File: config.mk
export PLATFORM = sky130hd
export DESIGN_NAME = token_bucket_rate_limiter_unit_flat
export DESIGN_NICKNAME = d
export VERILOG_FILES = /design/src/design/tbrl_pkg.sv /design/src/design/tbrl_req_if.sv /design/src/design/tbrl_rsp_if.sv /design/src/design/token_bucket_rate_limiter_unit.sv /design/src/design/tbrl_serial_unit.sv /design/src/flat_wrapper.sv
export SDC_FILE = /design/constraint.sdc
export NUM_CORES = 2
export LEC_CHECK = 0
export ABC_AREA = 0
export ABC_CLOCK_PERIOD_IN_PS = 12300
export BUFFER_PORTS_ARGS = -buffer_cell sky130_fd_sc_hd__buf_2
export CORE_MARGIN = 2
export CORE_UTILIZATION = 55
export DETAILED_ROUTE_END_ITERATION = 6
export PLACE_DENSITY = 0.77
export SLEW_MARGIN = 20
export SYNTH_ARGS = -nofsm -noshare
export SYNTH_HDL_FRONTEND = slang
export SYNTH_HIERARCHICAL = 1
export SYNTH_SLANG_ARGS = --single-unit
File: constraint.sdc
create_clock -name clock -period 12.3 [get_ports clock]
set_input_delay 1.23 -clock clock [delete_from_list [all_inputs] [get_ports clock]]
set_output_delay 1.23 -clock clock [all_outputs]
set_load 0.05 [all_outputs]
File: src/design/tbrl_pkg.sv
// shared types and constants for the token bucket rate limiter
`timescale 1ns / 1ps

package tbrl_pkg;

   // fixed field widths of the request, response and register ports
   localparam int OPCODE_W    = 1;
   localparam int COUNT_W     = 16;
   localparam int TIMEOUT_W   = 31;
   localparam int OUT_TIME_W  = 48;
   localparam int IV_W        = 32;
   localparam int MAXP_W      = 16;
   localparam int CSR_DATA_W  = 32;
   localparam int CSR_INDEX_W = 1;

   // milliseconds to microseconds, and the bits its product adds
   localparam int US_PER_MS   = 1000;
   localparam int US_PER_MS_W = 10;

   // register reset values
   localparam logic [IV_W-1:0]   INTERVAL_RESET   = 32'd1000000;
   localparam logic [MAXP_W-1:0] MAX_STORED_RESET = 16'd0;

   // register indexes
   localparam logic [CSR_INDEX_W-1:0] CSR_INTERVAL   = 1'b0;
   localparam logic [CSR_INDEX_W-1:0] CSR_MAX_STORED = 1'b1;

   typedef enum logic [OPCODE_W-1:0] {
      OP_ACQUIRE     = 1'b0,
      OP_TRY_ACQUIRE = 1'b1
   } opcode_type;

   typedef enum logic [2:0] {
      ST_IDLE,
      ST_CHECK,
      ST_DIVIDE,
      ST_SPEND,
      ST_MULTIPLY,
      ST_REPLY
   } state_type;

   typedef enum logic {
      MODE_DIVIDE,
      MODE_MULTIPLY
   } unit_mode_type;

   typedef struct packed {
      logic          start;
      unit_mode_type mode;
   } unit_ctrl_type;

endpackage

File: src/design/tbrl_req_if.sv
// request channel: opcode, permit count, timeout and present time
`timescale 1ns / 1ps

interface tbrl_req_if;
   logic                               valid;
   logic                               ready;
   logic [tbrl_pkg::OPCODE_W-1:0]      opcode;
   logic [tbrl_pkg::COUNT_W-1:0]       permit_count;
   logic [tbrl_pkg::TIMEOUT_W-1:0]     timeout_ms;
   logic [tbrl_pkg::OUT_TIME_W-1:0]    now_us;

   modport source (output valid, opcode, permit_count, timeout_ms, now_us, input ready);
   modport sink   (input valid, opcode, permit_count, timeout_ms, now_us, output ready);
endinterface

File: src/design/tbrl_rsp_if.sv
// response channel: grant flag and wait time
`timescale 1ns / 1ps

interface tbrl_rsp_if;
   logic                            valid;
   logic                            ready;
   logic                            granted;
   logic [tbrl_pkg::OUT_TIME_W-1:0] wait_us;

   modport source (output valid, granted, wait_us, input ready);
   modport sink   (input valid, granted, wait_us, output ready);
endinterface

File: src/design/token_bucket_rate_limiter_unit.sv
// token bucket rate limiter top level: sequencer, bucket state and registers
`timescale 1ns / 1ps
// accepted request: check, a divide (refill) only when now is past the next free time, spend,
//   multiply and reply; DIV_N = TIME_BITS + FRAC_BITS, MUL_N = min(PERMIT_BITS,16) + FRAC_BITS
// refused try-acquire requests go from check straight to reply
// one request at a time: a new one is taken only back in idle, and later while a reply waits
// reset is synchronous, active high: bucket empty, next free time zero, registers at defaults

module token_bucket_rate_limiter_unit #(
   parameter int TIME_BITS   = 48,
   parameter int FRAC_BITS   = 16,
   parameter int PERMIT_BITS = 16
) (
   input  logic                               clock,
   input  logic                               reset,
   tbrl_req_if.sink                           req_ch,
   tbrl_rsp_if.source                         rsp_ch,
   input  logic                               csr_write_en,
   input  logic [tbrl_pkg::CSR_INDEX_W-1:0]   csr_index,
   input  logic [tbrl_pkg::CSR_DATA_W-1:0]    csr_write_data
);

   localparam int CNT_W   = (PERMIT_BITS < tbrl_pkg::COUNT_W) ? PERMIT_BITS : tbrl_pkg::COUNT_W;
   localparam int NOW_W   = (TIME_BITS < tbrl_pkg::OUT_TIME_W) ? TIME_BITS
                                                               : tbrl_pkg::OUT_TIME_W;
   localparam int WANT_W  = CNT_W + FRAC_BITS;
   localparam int BANK_W  = tbrl_pkg::MAXP_W + FRAC_BITS;
   localparam int DIV_N   = TIME_BITS + FRAC_BITS;
   localparam int MUL_N   = WANT_W;
   localparam int OPW     = (DIV_N > MUL_N) ? DIV_N : MUL_N;
   localparam int ACC_W   = MUL_N + tbrl_pkg::IV_W;
   localparam int LIMIT_W = tbrl_pkg::TIMEOUT_W + tbrl_pkg::US_PER_MS_W;
   localparam int CMP_W   = (TIME_BITS > LIMIT_W) ? TIME_BITS : LIMIT_W;
   localparam int SPEND_W = (WANT_W > BANK_W) ? WANT_W : BANK_W;
   localparam int PUSH_W  = ACC_W - FRAC_BITS;
   localparam int SAT_W   = ((PUSH_W > TIME_BITS) ? PUSH_W : TIME_BITS) + 1;

   localparam logic [SAT_W-1:0] TIME_MAX = SAT_W'({TIME_BITS{1'b1}});

   // state and registers
   tbrl_pkg::state_type         state_ff, state_in;
   tbrl_pkg::opcode_type        op_ff, op_in;
   logic [CNT_W-1:0]            count_ff, count_in;
   logic [TIME_BITS-1:0]        now_ff, now_in;
   logic [LIMIT_W-1:0]          limit_ff, limit_in;
   logic [TIME_BITS-1:0]        nft_ff, nft_in;
   logic [BANK_W-1:0]           banked_ff, banked_in;
   logic                        res_granted_ff, res_granted_in;
   logic [TIME_BITS-1:0]        wait_ff, wait_in;
   logic [tbrl_pkg::IV_W-1:0]   interval_ff, interval_in;
   logic [tbrl_pkg::MAXP_W-1:0] maxp_ff, maxp_in;
   logic                        rsp_valid_ff, rsp_valid_in;
   logic                        rsp_granted_ff, rsp_granted_in;
   logic [tbrl_pkg::OUT_TIME_W-1:0] rsp_wait_ff, rsp_wait_in;

   // datapath temporaries
   logic [tbrl_pkg::IV_W-1:0] iv_eff;
   logic                      behind;
   logic [TIME_BITS-1:0]      diff;
   logic                      refuse;
   logic [DIV_N-1:0]          dividend;
   logic [BANK_W-1:0]         cap;
   logic                      q_high;
   logic [BANK_W:0]           refill_sum;
   logic [WANT_W-1:0]         want;
   logic [SPEND_W-1:0]        used;
   logic [WANT_W-1:0]         fresh;
   logic [SAT_W-1:0]          push_total;
   logic [OPW-1:0]            operand;

   tbrl_pkg::unit_ctrl_type   unit_ctrl;
   logic                      unit_busy;
   logic [DIV_N-1:0]          quotient;
   logic [ACC_W-1:0]          product;

   tbrl_serial_unit #(
      .DIV_N (DIV_N),
      .MUL_N (MUL_N)
   ) u_serial (
      .clock    (clock),
      .reset    (reset),
      .ctrl     (unit_ctrl),
      .operand  (operand),
      .divisor  (iv_eff),
      .busy     (unit_busy),
      .quotient (quotient),
      .product  (product)
   );

   assign req_ch.ready   = (state_ff == tbrl_pkg::ST_IDLE);
   assign rsp_ch.valid   = rsp_valid_ff;
   assign rsp_ch.granted = rsp_granted_ff;
   assign rsp_ch.wait_us = rsp_wait_ff;

   // shared arithmetic terms
   always_comb begin
      iv_eff   = (interval_ff == '0) ? tbrl_pkg::IV_W'(1) : interval_ff;
      behind   = (nft_ff > now_ff);
      diff     = nft_ff - now_ff;
      refuse   = (op_ff == tbrl_pkg::OP_TRY_ACQUIRE) && behind &&
                 (CMP_W'(diff) > CMP_W'(limit_ff));
      dividend = DIV_N'(now_ff - nft_ff) << FRAC_BITS;
      cap      = BANK_W'(maxp_ff) << FRAC_BITS;

      // refill quotient clipped to the bucket ceiling
      q_high     = ((quotient >> BANK_W) != '0);
      refill_sum = {1'b0, banked_ff} + {1'b0, quotient[BANK_W-1:0]};

      // banked permits go first, the rest are fresh
      want  = WANT_W'(count_ff) << FRAC_BITS;
      used  = (SPEND_W'(want) < SPEND_W'(banked_ff)) ? SPEND_W'(want) : SPEND_W'(banked_ff);
      fresh = want - WANT_W'(used);

      // next free time plus fresh push, saturating at the time width
      push_total = SAT_W'(nft_ff) + SAT_W'(product >> FRAC_BITS);
   end

   // sequencer: next state, register updates and unit control
   always_comb begin
      state_in       = state_ff;
      op_in          = op_ff;
      count_in       = count_ff;
      now_in         = now_ff;
      limit_in       = limit_ff;
      nft_in         = nft_ff;
      banked_in      = banked_ff;
      res_granted_in = res_granted_ff;
      wait_in        = wait_ff;
      interval_in    = interval_ff;
      maxp_in        = maxp_ff;
      rsp_valid_in   = rsp_valid_ff && !rsp_ch.ready;
      rsp_granted_in = rsp_granted_ff;
      rsp_wait_in    = rsp_wait_ff;
      unit_ctrl.start = 1'b0;
      unit_ctrl.mode  = tbrl_pkg::MODE_DIVIDE;
      operand         = OPW'(dividend) << (OPW - DIV_N);

      // register writes
      if (csr_write_en) begin
         unique case (csr_index)
            tbrl_pkg::CSR_INTERVAL:   interval_in = csr_write_data[tbrl_pkg::IV_W-1:0];
            tbrl_pkg::CSR_MAX_STORED: maxp_in     = csr_write_data[tbrl_pkg::MAXP_W-1:0];
            default:                  ;
         endcase
      end

      unique case (state_ff)
         tbrl_pkg::ST_IDLE: begin
            if (req_ch.valid) begin
               op_in    = tbrl_pkg::opcode_type'(req_ch.opcode);
               count_in = req_ch.permit_count[CNT_W-1:0];
               now_in   = TIME_BITS'(req_ch.now_us[NOW_W-1:0]);
               limit_in = LIMIT_W'(req_ch.timeout_ms) * LIMIT_W'(tbrl_pkg::US_PER_MS);
               state_in = tbrl_pkg::ST_CHECK;
            end
         end
         tbrl_pkg::ST_CHECK: begin
            if (refuse) begin
               res_granted_in = 1'b0;
               wait_in        = '0;
               state_in       = tbrl_pkg::ST_REPLY;
            end else begin
               res_granted_in = 1'b1;
               if (now_ff > nft_ff) begin
                  unit_ctrl.start = 1'b1;
                  unit_ctrl.mode  = tbrl_pkg::MODE_DIVIDE;
                  state_in        = tbrl_pkg::ST_DIVIDE;
               end else begin
                  state_in = tbrl_pkg::ST_SPEND;
               end
            end
         end
         tbrl_pkg::ST_DIVIDE: begin
            if (!unit_busy) begin
               if (q_high || (refill_sum > {1'b0, cap})) begin
                  banked_in = cap;
               end else begin
                  banked_in = refill_sum[BANK_W-1:0];
               end
               nft_in   = now_ff;
               state_in = tbrl_pkg::ST_SPEND;
            end
         end
         tbrl_pkg::ST_SPEND: begin
            wait_in         = behind ? diff : '0;
            banked_in       = banked_ff - BANK_W'(used);
            unit_ctrl.start = 1'b1;
            unit_ctrl.mode  = tbrl_pkg::MODE_MULTIPLY;
            operand         = OPW'(fresh) << (OPW - MUL_N);
            state_in        = tbrl_pkg::ST_MULTIPLY;
         end
         tbrl_pkg::ST_MULTIPLY: begin
            if (!unit_busy) begin
               nft_in   = (push_total > TIME_MAX) ? {TIME_BITS{1'b1}}
                                                  : push_total[TIME_BITS-1:0];
               state_in = tbrl_pkg::ST_REPLY;
            end
         end
         tbrl_pkg::ST_REPLY: begin
            // hand the result to the output register once it is free
            if (!rsp_valid_ff || rsp_ch.ready) begin
               rsp_valid_in   = 1'b1;
               rsp_granted_in = res_granted_ff;
               rsp_wait_in    = tbrl_pkg::OUT_TIME_W'(wait_ff[NOW_W-1:0]);
               state_in       = tbrl_pkg::ST_IDLE;
            end
         end
         default: state_in = tbrl_pkg::ST_IDLE;
      endcase
   end

   // state register and architectural state
   always_ff @(posedge clock) begin
      if (reset) begin
         state_ff     <= tbrl_pkg::ST_IDLE;
         rsp_valid_ff <= 1'b0;
         nft_ff       <= '0;
         banked_ff    <= '0;
         interval_ff  <= tbrl_pkg::INTERVAL_RESET;
         maxp_ff      <= tbrl_pkg::MAX_STORED_RESET;
      end else begin
         state_ff     <= state_in;
         rsp_valid_ff <= rsp_valid_in;
         nft_ff       <= nft_in;
         banked_ff    <= banked_in;
         interval_ff  <= interval_in;
         maxp_ff      <= maxp_in;
      end
   end

   // payload registers
   always_ff @(posedge clock) begin
      op_ff          <= op_in;
      count_ff       <= count_in;
      now_ff         <= now_in;
      limit_ff       <= limit_in;
      res_granted_ff <= res_granted_in;
      wait_ff        <= wait_in;
      rsp_granted_ff <= rsp_granted_in;
      rsp_wait_ff    <= rsp_wait_in;
   end

endmodule

File: src/design/tbrl_serial_unit.sv
// bit-serial shared unit: restoring divide or shift-add multiply by the interval
`timescale 1ns / 1ps

module tbrl_serial_unit #(
   parameter int DIV_N = 64,
   parameter int MUL_N = 32
) (
   input  logic                          clock,
   input  logic                          reset,
   input  tbrl_pkg::unit_ctrl_type       ctrl,
   input  logic [((DIV_N > MUL_N) ? DIV_N : MUL_N)-1:0] operand,
   input  logic [tbrl_pkg::IV_W-1:0]     divisor,
   output logic                          busy,
   output logic [DIV_N-1:0]              quotient,
   output logic [MUL_N+tbrl_pkg::IV_W-1:0] product
);

   localparam int OPW    = (DIV_N > MUL_N) ? DIV_N : MUL_N;
   localparam int ACC_W  = MUL_N + tbrl_pkg::IV_W;
   localparam int SUM_W  = ACC_W + 1;
   localparam int STEP_W = $clog2(OPW + 1);

   logic [ACC_W-1:0]        acc_ff, acc_in;
   logic [OPW-1:0]          opnd_ff, opnd_in;
   logic [STEP_W-1:0]       cnt_ff, cnt_in;
   tbrl_pkg::unit_mode_type mode_ff, mode_in;

   logic             bit_in;
   logic             is_div;
   logic             qbit;
   logic [ACC_W-1:0] shifted;
   logic [ACC_W-1:0] ivx;
   logic [ACC_W-1:0] addend;
   logic [SUM_W-1:0] sum;

   assign busy     = (cnt_ff != '0);
   assign quotient = opnd_ff[DIV_N-1:0];
   assign product  = acc_ff;

   // one step per cycle: the shared adder subtracts for divide, accumulates for multiply
   always_comb begin
      is_div  = (mode_ff == tbrl_pkg::MODE_DIVIDE);
      bit_in  = opnd_ff[OPW-1];
      shifted = {acc_ff[ACC_W-2:0], is_div & bit_in};
      ivx     = ACC_W'(divisor);
      addend  = is_div ? ~ivx : (bit_in ? ivx : '0);
      sum     = {1'b0, shifted} + {1'b0, addend} + SUM_W'(is_div);

      acc_in  = acc_ff;
      opnd_in = opnd_ff;
      cnt_in  = cnt_ff;
      mode_in = mode_ff;
      qbit    = 1'b0;

      if (ctrl.start) begin
         acc_in  = '0;
         opnd_in = operand;
         mode_in = ctrl.mode;
         cnt_in  = (ctrl.mode == tbrl_pkg::MODE_DIVIDE) ? STEP_W'(DIV_N) : STEP_W'(MUL_N);
      end else if (busy) begin
         if (is_div) begin
            // remainder keeps the difference only when it did not borrow
            qbit   = sum[ACC_W];
            acc_in = qbit ? sum[ACC_W-1:0] : shifted;
         end else begin
            acc_in = sum[ACC_W-1:0];
         end
         opnd_in = {opnd_ff[OPW-2:0], qbit};
         cnt_in  = cnt_ff - STEP_W'(1);
      end
   end

   always_ff @(posedge clock) begin
      if (reset) begin
         cnt_ff <= '0;
      end else begin
         cnt_ff <= cnt_in;
      end
      acc_ff  <= acc_in;
      opnd_ff <= opnd_in;
      mode_ff <= mode_in;
   end

endmodule

File: src/flat_wrapper.sv
// flat-port wrapper written by rule: the top's interface ports become plain ports
module token_bucket_rate_limiter_unit_flat 
#(
   parameter int TIME_BITS   = 48,
   parameter int FRAC_BITS   = 16,
   parameter int PERMIT_BITS = 16
)
  (clock, reset, csr_write_en, csr_index, csr_write_data, req_ch_valid, req_ch_opcode, req_ch_permit_count, req_ch_timeout_ms, req_ch_now_us, req_ch_ready, rsp_ch_valid, rsp_ch_granted, rsp_ch_wait_us, rsp_ch_ready);
  tbrl_req_if req_ch_i ();
  tbrl_rsp_if rsp_ch_i ();
  input  logic clock;
  input  logic reset;
  input  logic csr_write_en;
  input  logic [tbrl_pkg::CSR_INDEX_W-1:0] csr_index;
  input  logic [tbrl_pkg::CSR_DATA_W-1:0] csr_write_data;
  input wire logic [$bits(req_ch_i.valid)-1:0] req_ch_valid;
  input wire logic [$bits(req_ch_i.opcode)-1:0] req_ch_opcode;
  input wire logic [$bits(req_ch_i.permit_count)-1:0] req_ch_permit_count;
  input wire logic [$bits(req_ch_i.timeout_ms)-1:0] req_ch_timeout_ms;
  input wire logic [$bits(req_ch_i.now_us)-1:0] req_ch_now_us;
  output wire logic [$bits(req_ch_i.ready)-1:0] req_ch_ready;
  output wire logic [$bits(rsp_ch_i.valid)-1:0] rsp_ch_valid;
  output wire logic [$bits(rsp_ch_i.granted)-1:0] rsp_ch_granted;
  output wire logic [$bits(rsp_ch_i.wait_us)-1:0] rsp_ch_wait_us;
  input wire logic [$bits(rsp_ch_i.ready)-1:0] rsp_ch_ready;
  assign req_ch_i.valid = req_ch_valid;
  assign req_ch_i.opcode = req_ch_opcode;
  assign req_ch_i.permit_count = req_ch_permit_count;
  assign req_ch_i.timeout_ms = req_ch_timeout_ms;
  assign req_ch_i.now_us = req_ch_now_us;
  assign req_ch_ready = req_ch_i.ready;
  assign rsp_ch_valid = rsp_ch_i.valid;
  assign rsp_ch_granted = rsp_ch_i.granted;
  assign rsp_ch_wait_us = rsp_ch_i.wait_us;
  assign rsp_ch_i.ready = rsp_ch_ready;
  token_bucket_rate_limiter_unit #(.TIME_BITS(TIME_BITS), .FRAC_BITS(FRAC_BITS), .PERMIT_BITS(PERMIT_BITS)) u_core (.clock(clock), .reset(reset), .req_ch(req_ch_i), .rsp_ch(rsp_ch_i), .csr_write_en(csr_write_en), .csr_index(csr_index), .csr_write_data(csr_write_data));
endmodule
# Word level (Yosys, flattened, before mapping)

Index checks and enable logic that the tools add are counted.

Multipliers: 1
$lt $le $gt $ge: 6
Reductions and logical operators: 23
Equality and inequality tests: 10
Bitwise gates (word level): 4
Muxes and demuxes: 36
Add/subtract/negate cells: 9

Operators by type and width:

| kind                    | number |
|---|---|
| $mux W64                | 6 |
| $mux W48                | 5 |
| $pmux W48 S2            | 2 |
| $mux W32                | 5 |
| $gt A48 B48 Y1          | 2 |
| $sub A48 B48 Y48        | 2 |
| $add A64 B64 Y65        | 1 |
| $add A65 B1 Y65         | 1 |
| $not A32 Y64            | 1 |
| $pmux W32 S2            | 1 |
| $reduce_bool A64 Y1     | 1 |
| $sub A32 B32 Y32        | 2 |
| $add A48 B48 Y49        | 1 |
| $gt A49 B48 Y1 const B  | 1 |
| $gt A48 B41 Y1          | 1 |
| $mul A31 B7 Y38 const B | 1 |
| $add A32 B32 Y33        | 1 |
| $gt A33 B32 Y1          | 1 |
| $logic_not A32 Y1       | 1 |
| $lt A32 B32 Y1          | 1 |
| $mux W7                 | 3 |
| $pmux W3 S6             | 1 |
| $mux W3                 | 5 |
| $reduce_and A2 Y1       | 6 |
| 19 further kinds        | 37 |

Register bits after elaboration: 469
Output and inout bits: 51
Input port bits: 134

# Logic depth before layout (Yosys ltp)

Word-level depth: 9
Depth in mapped cells: 29
Depth with buffers taken out: 26

# Modules after synthesis

The synthesis kept the hierarchy.

Modules (own cells, without submodules):

| module                         | cells each | seq. area each (um^2) | area each (um^2) | instances |
|---|---|---|---|---|
| token_bucket_rate_limiter_unit | 3507       | 8678.3                | 30908.4          | 1 |
| tbrl_serial_unit               | 1234       | 3373.2                | 10556.4          | 1 |

# Worst setup path before layout

Ideal clock, no wire load.

Path kind: register -> register
Start: reg u_core.now_ff[4]
End: reg u_core.u_serial.opnd_ff[0], in the netlist u_core/u_serial/quotient[0] (enable)
Arrival time: 6.332 ns
Setup slack: 5.549 ns
Cell stages (with the launch flop): 27
Buffers on the path: 2
Setup time: 0.419 ns
Cells stage by stage: edfxtp_1 > inv_1 > ha_1 > buf_2 > a21o_1 > or3_1 > o211a_1 > o21ai_0 > nand2b_1 > a21o_1 > a21oi_1 > o21bai_1 > a21oi_1 > xnor2_1 > ha_1 > a21o_1 > a21o_1 > a221oi_1 > o21ai_0 > a211oi_1 > o211ai_1 > a222oi_1 > a41oi_1 > o31ai_1 > clkbuf_1 > nor2_1 > inv_1

RTL lines:

| what                     | RTL line                              | text |
|---|---|---|
| start: declaration       | token_bucket_rate_limiter_unit.sv:44  | `logic [TIME_BITS-1:0] now_ff, now_in;` |
| start signal: assignment | token_bucket_rate_limiter_unit.sv:235 | `now_ff <= now_in;` |
| end signal: assignment   | tbrl_serial_unit.sv:80                | `opnd_ff <= opnd_in;` |
| end: declaration         | tbrl_serial_unit.sv:24                | `logic [OPW-1:0] opnd_ff, opnd_in;` |

==> impl_metrics.env <==
export IMPL_status="complete, no violations"
export IMPL_grt_max_degree=148
export IMPL_cts_hold_buf=0
export IMPL_antenna_found_initial=5
export IMPL_synth_top_family_by_area="compound AO/OA/AOI/OAI gates"
export IMPL_fin_crit_ns=7.49
export IMPL_synth_largest_area_cell="edfxtp_1"
export IMPL_grt_overflow=0
export IMPL_cts_tree="built"
export IMPL_power_frac_seq_pct=21.3
export IMPL_drtPass1Iterations=6
export IMPL_cts_root_buffer="clkbuf_16"
export IMPL_setup_viol=0
export IMPL_initial_core_util_pct=55.6
export IMPL_switching_share_pct=49.5
export IMPL_powerDensity_nw_per_um2=302
export IMPL_path_class="register to register"
export IMPL_ios=185
export IMPL_synth_compound_area_share_pct=22.9
export IMPL_rrSetupSlack_ns=4.81
export IMPL_drive_above_1_share_pct=9.06
export IMPL_cp_max_fo=147
export IMPL_place_ws_ns=5.09
export IMPL_worstSkewPairLatency_ns=0.65
export IMPL_hold_depth=0
export IMPL_synth_area_um2=41500
export IMPL_dpl_hpwl_mm=102
export IMPL_fp_coreArea_um2=74600
export IMPL_rsz0062_at_grt="no"
export IMPL_fp_dieArea_um2=77600
export IMPL_start_kind="register"
export IMPL_drtIter0Drc=4123
export IMPL_grt_util_met3_pct=5.41
export IMPL_clock_sinks=469
export IMPL_top_usage_layer="met2"
export IMPL_p_int_w=0.00682
export IMPL_ys_seq_elements=469
export IMPL_drc_errors=0
export IMPL_synth_edf_count=266
export IMPL_clk_path_buf_depth=3
export IMPL_synth_top_cell_area_share_pct=19.3
export IMPL_syn_avg_cell_area_um2=8.75
export IMPL_hp_start="u_core/wait_ff[27]"
export IMPL_fin_crit_sh_pct=60.9
export IMPL_seq_area_um2=12100
export IMPL_grtUsageMet1_pct=46.4
export IMPL_p_comb_share_pct=66.2
export IMPL_synthSimpleGateAreaFrac_pct=15.6
export IMPL_peakVddDrop_v=0.000226
export IMPL_final_util_pct=60.0
export IMPL_syn2layout_area_growth_pct=7.86
export IMPL_synthTopCellsByArea="edfxtp_1, ha_1, dfxtp_1, fa_1, a21oi_1"
export IMPL_finalWorstSetupSlack_ns=4.81
export IMPL_synth_warning_count=6
export IMPL_grt_use_total_pct=32.5
export IMPL_cts_buffers=55
export IMPL_fillers=6537
export IMPL_rows=100
export IMPL_drv_slew=0
export IMPL_die_h_um=279
export IMPL_worst_hold_slack_ns=0.415
export IMPL_p_switching_w=0.00668
export IMPL_slew_headroom_pct=23.2
export IMPL_p_leak_nw=18.8
export IMPL_min_to="u_core/rsp_ch.wait_us[27]"
export IMPL_synth_cells=4741
export IMPL_fin_nets=5434
export IMPL_r2r_start="u_core/now_ff[4]"
export IMPL_arrival_ns=7.99
export IMPL_numPortBuffers=184
export IMPL_wl_per_cell_um=22.4
export IMPL_cts_resized=0
export IMPL_fin_skew_ns=0.0530
export IMPL_grt_pass1_vias=34100
export IMPL_htreeDepth=2
export IMPL_grt_pass1_wl_mm=198
export IMPL_vias_per_cell=6.37
export IMPL_rr_worst_depth=25
export IMPL_drtAntennaViolNets=0
export IMPL_finalWirelength_mm=129
export IMPL_postCtsSetupBuffers=0
export IMPL_hold_viol=0
export IMPL_cts_clk_slew_worst_paths_ns=0.07
export IMPL_multiInputGateArea_um2=27400
export IMPL_cp_end_kind="register"
export IMPL_ys_flop_type="edfxtp_1"
export IMPL_synth_fa_ha_area_share_pct=18.6
export IMPL_r2r_end="u_core/u_serial/product[58]"
export IMPL_gp_congestion=1.03
export IMPL_use_met2_pct=49.7
export IMPL_synth_cell_types=97
export IMPL_final_common_cell="nand2_1"
export IMPL_layout_common_cells="nand2_1, ha_1, a21oi_1, nor2_1, inv_1"
export IMPL_finalPower_w=0.0135
export IMPL_vias=36800
export IMPL_crit_required_ns=12.80
export IMPL_synth_seq_area_share_pct=29.1
export IMPL_cap_violations=0
export IMPL_chipWidth_um=279
export IMPL_min_path_type="register to register"
export IMPL_tightest_slew_ns=1.12
export IMPL_maxClockFrequency_mhz=133
export IMPL_finalSetupTns_ns=0
export IMPL_synthArstFlopShare_pct=0
export IMPL_synthMuxAreaShare_pct=2.58
export IMPL_pwr_share_clk_pct=12.5
export IMPL_yosys_area_share_xor_xnor_pct=5.89
## logic make-up (layout without fill, tap and decap cells)
family | after synthesis | count (layout)
compound gates | 1452 | 1452
xor+xnor | 279 | 279
fa+ha+maj | 545 | 545
buf+inv | 562 | 608
flops | 469 | 469
mux | 98 | 98
other cells | 2 | 18
simple gates | 1334 | 1334
## power by group through the flow
stage / Clock [W] / Combinational, W / Sequential, W
6_report: 0.00169 / 0.00894 / 0.00287
5_1_grt: 0.00177 / 0.00983 / 0.00290
4_1_cts: 0.00171 / 0.00877 / 0.00285
3_5_place_dp: 0 / 0.00870 / 0.00288
3_3_place_gp: 0 / 0.00857 / 0.00286
2_1_floorplan: 0 / 0.00672 / 0.00263
## layout make-up
cell class / instances / area share, %
multi-input combinational: 3725 / 61.2
sequential: 469 / 26.9
clock buffer: 74 / 3.30
tap: 969 / 2.71
timing repair buffer: 214 / 2.59
inverter: 290 / 2.43
clock inverter: 30 / 0.859
antenna: 1 / 0.00560
## cell usage after synthesis (all sizes together) (11+ instances only)
| cell | number |
|---|---|
| a41oi | 16 |
| nand2b | 34 |
| nand3b | 43 |
| nand2 | 457 |
| o21ai | 274 |
| mux2i | 28 |
| inv | 290 |
| dfxtp | 203 |
| a21oi | 426 |
| xor2 | 101 |
| a21o | 185 |
| a2111oi | 11 |
| o31a | 12 |
| nor3 | 79 |
| o21bai | 67 |
| and4 | 46 |
| a311oi | 32 |
| buf | 48 |
| edfxtp | 266 |
| a21boi | 12 |
| and2 | 27 |
| clkbuf | 224 |
| o211ai | 65 |
| or3 | 23 |
| o31ai | 22 |
| nand3 | 116 |
| nor2 | 296 |
| fa | 120 |
| nor2b | 35 |
| o21a | 47 |
| a31oi | 51 |
| a211o | 14 |
| a211oi | 56 |
| a221oi | 14 |
| mux2 | 70 |
| and3 | 28 |
| o22ai | 17 |
| o221ai | 45 |
| xnor2 | 178 |
| nor4 | 35 |
| nand4 | 71 |
| or2 | 12 |
| ha | 425 |
| nor3b | 12 |
## metal layers
metal	share of wire, %	vias up
met4	3.7	2
met2	44	1509
li1	-	17400
met1	44	17600
met3	8.5	227
met5	0.0077	-
## worst max-delay path, cell delays in order, from the launching register on
cell      delay, ns
edfxtp_1       0.37
inv_1          0.05
ha_1           0.42
a21o_1         0.24
or3_1          0.39
o211ai_1       0.24
o211ai_1       0.21
o21ai_0        0.49
nor3_1         0.19
nand2b_1       0.21
xnor2_1        0.26
ha_1           0.30
a21o_1         0.16
a21o_1         0.18
a21o_1         0.18
a21o_1         0.17
a21o_1         0.18
a21oi_1        0.15
o211ai_1       0.11
a222oi_1       0.30
a41oi_1        0.45
o31ai_4        0.44
buf_12         0.54
nand2b_1       0.58
a211oi_1       0.10
a311o_1        0.29
## worst max-delay path by stage
stage                     cells past startpoint  slack, ns               from                           to
after floorplan                              26       5.55   u_core/now_ff[4]  u_core/u_serial/quotient[0]
after global placement                       25       5.19  u_core/now_ff[12]  u_core/u_serial/product[58]
after detailed placement                     25       5.09   u_core/now_ff[4]  u_core/u_serial/product[58]
after CTS                                    25       4.98   u_core/now_ff[4]  u_core/u_serial/product[58]
after global routing                         25       4.53   u_core/now_ff[4]  u_core/u_serial/product[58]
final                                        25       4.81   u_core/now_ff[4]  u_core/u_serial/product[58]
## flip-flops by register name, summed over array words and instances, names as in the netlist, 3 cells and up
register / flops
u_core/maxp_ff: 16
u_core/banked_ff: 32
u_core/u_serial/cnt_ff: 7
u_core/count_ff: 16
u_core/nft_ff: 48
u_core/u_serial/product: 64
u_core/interval_ff: 32
u_core/state_ff: 3
u_core/now_ff: 48
u_core/u_serial/quotient: 64
u_core/rsp_ch.wait_us: 48
u_core/wait_ff: 48
u_core/limit_ff: 38
## metrics by stage
step	area, um^2	std cells
CTS	44700	5771
floorplan	41500	4756
finish	44700	5772
detailed placement	42800	5667
global route	44700	5772
global placement	42800	5667
(Power assumes the default switching activity.)
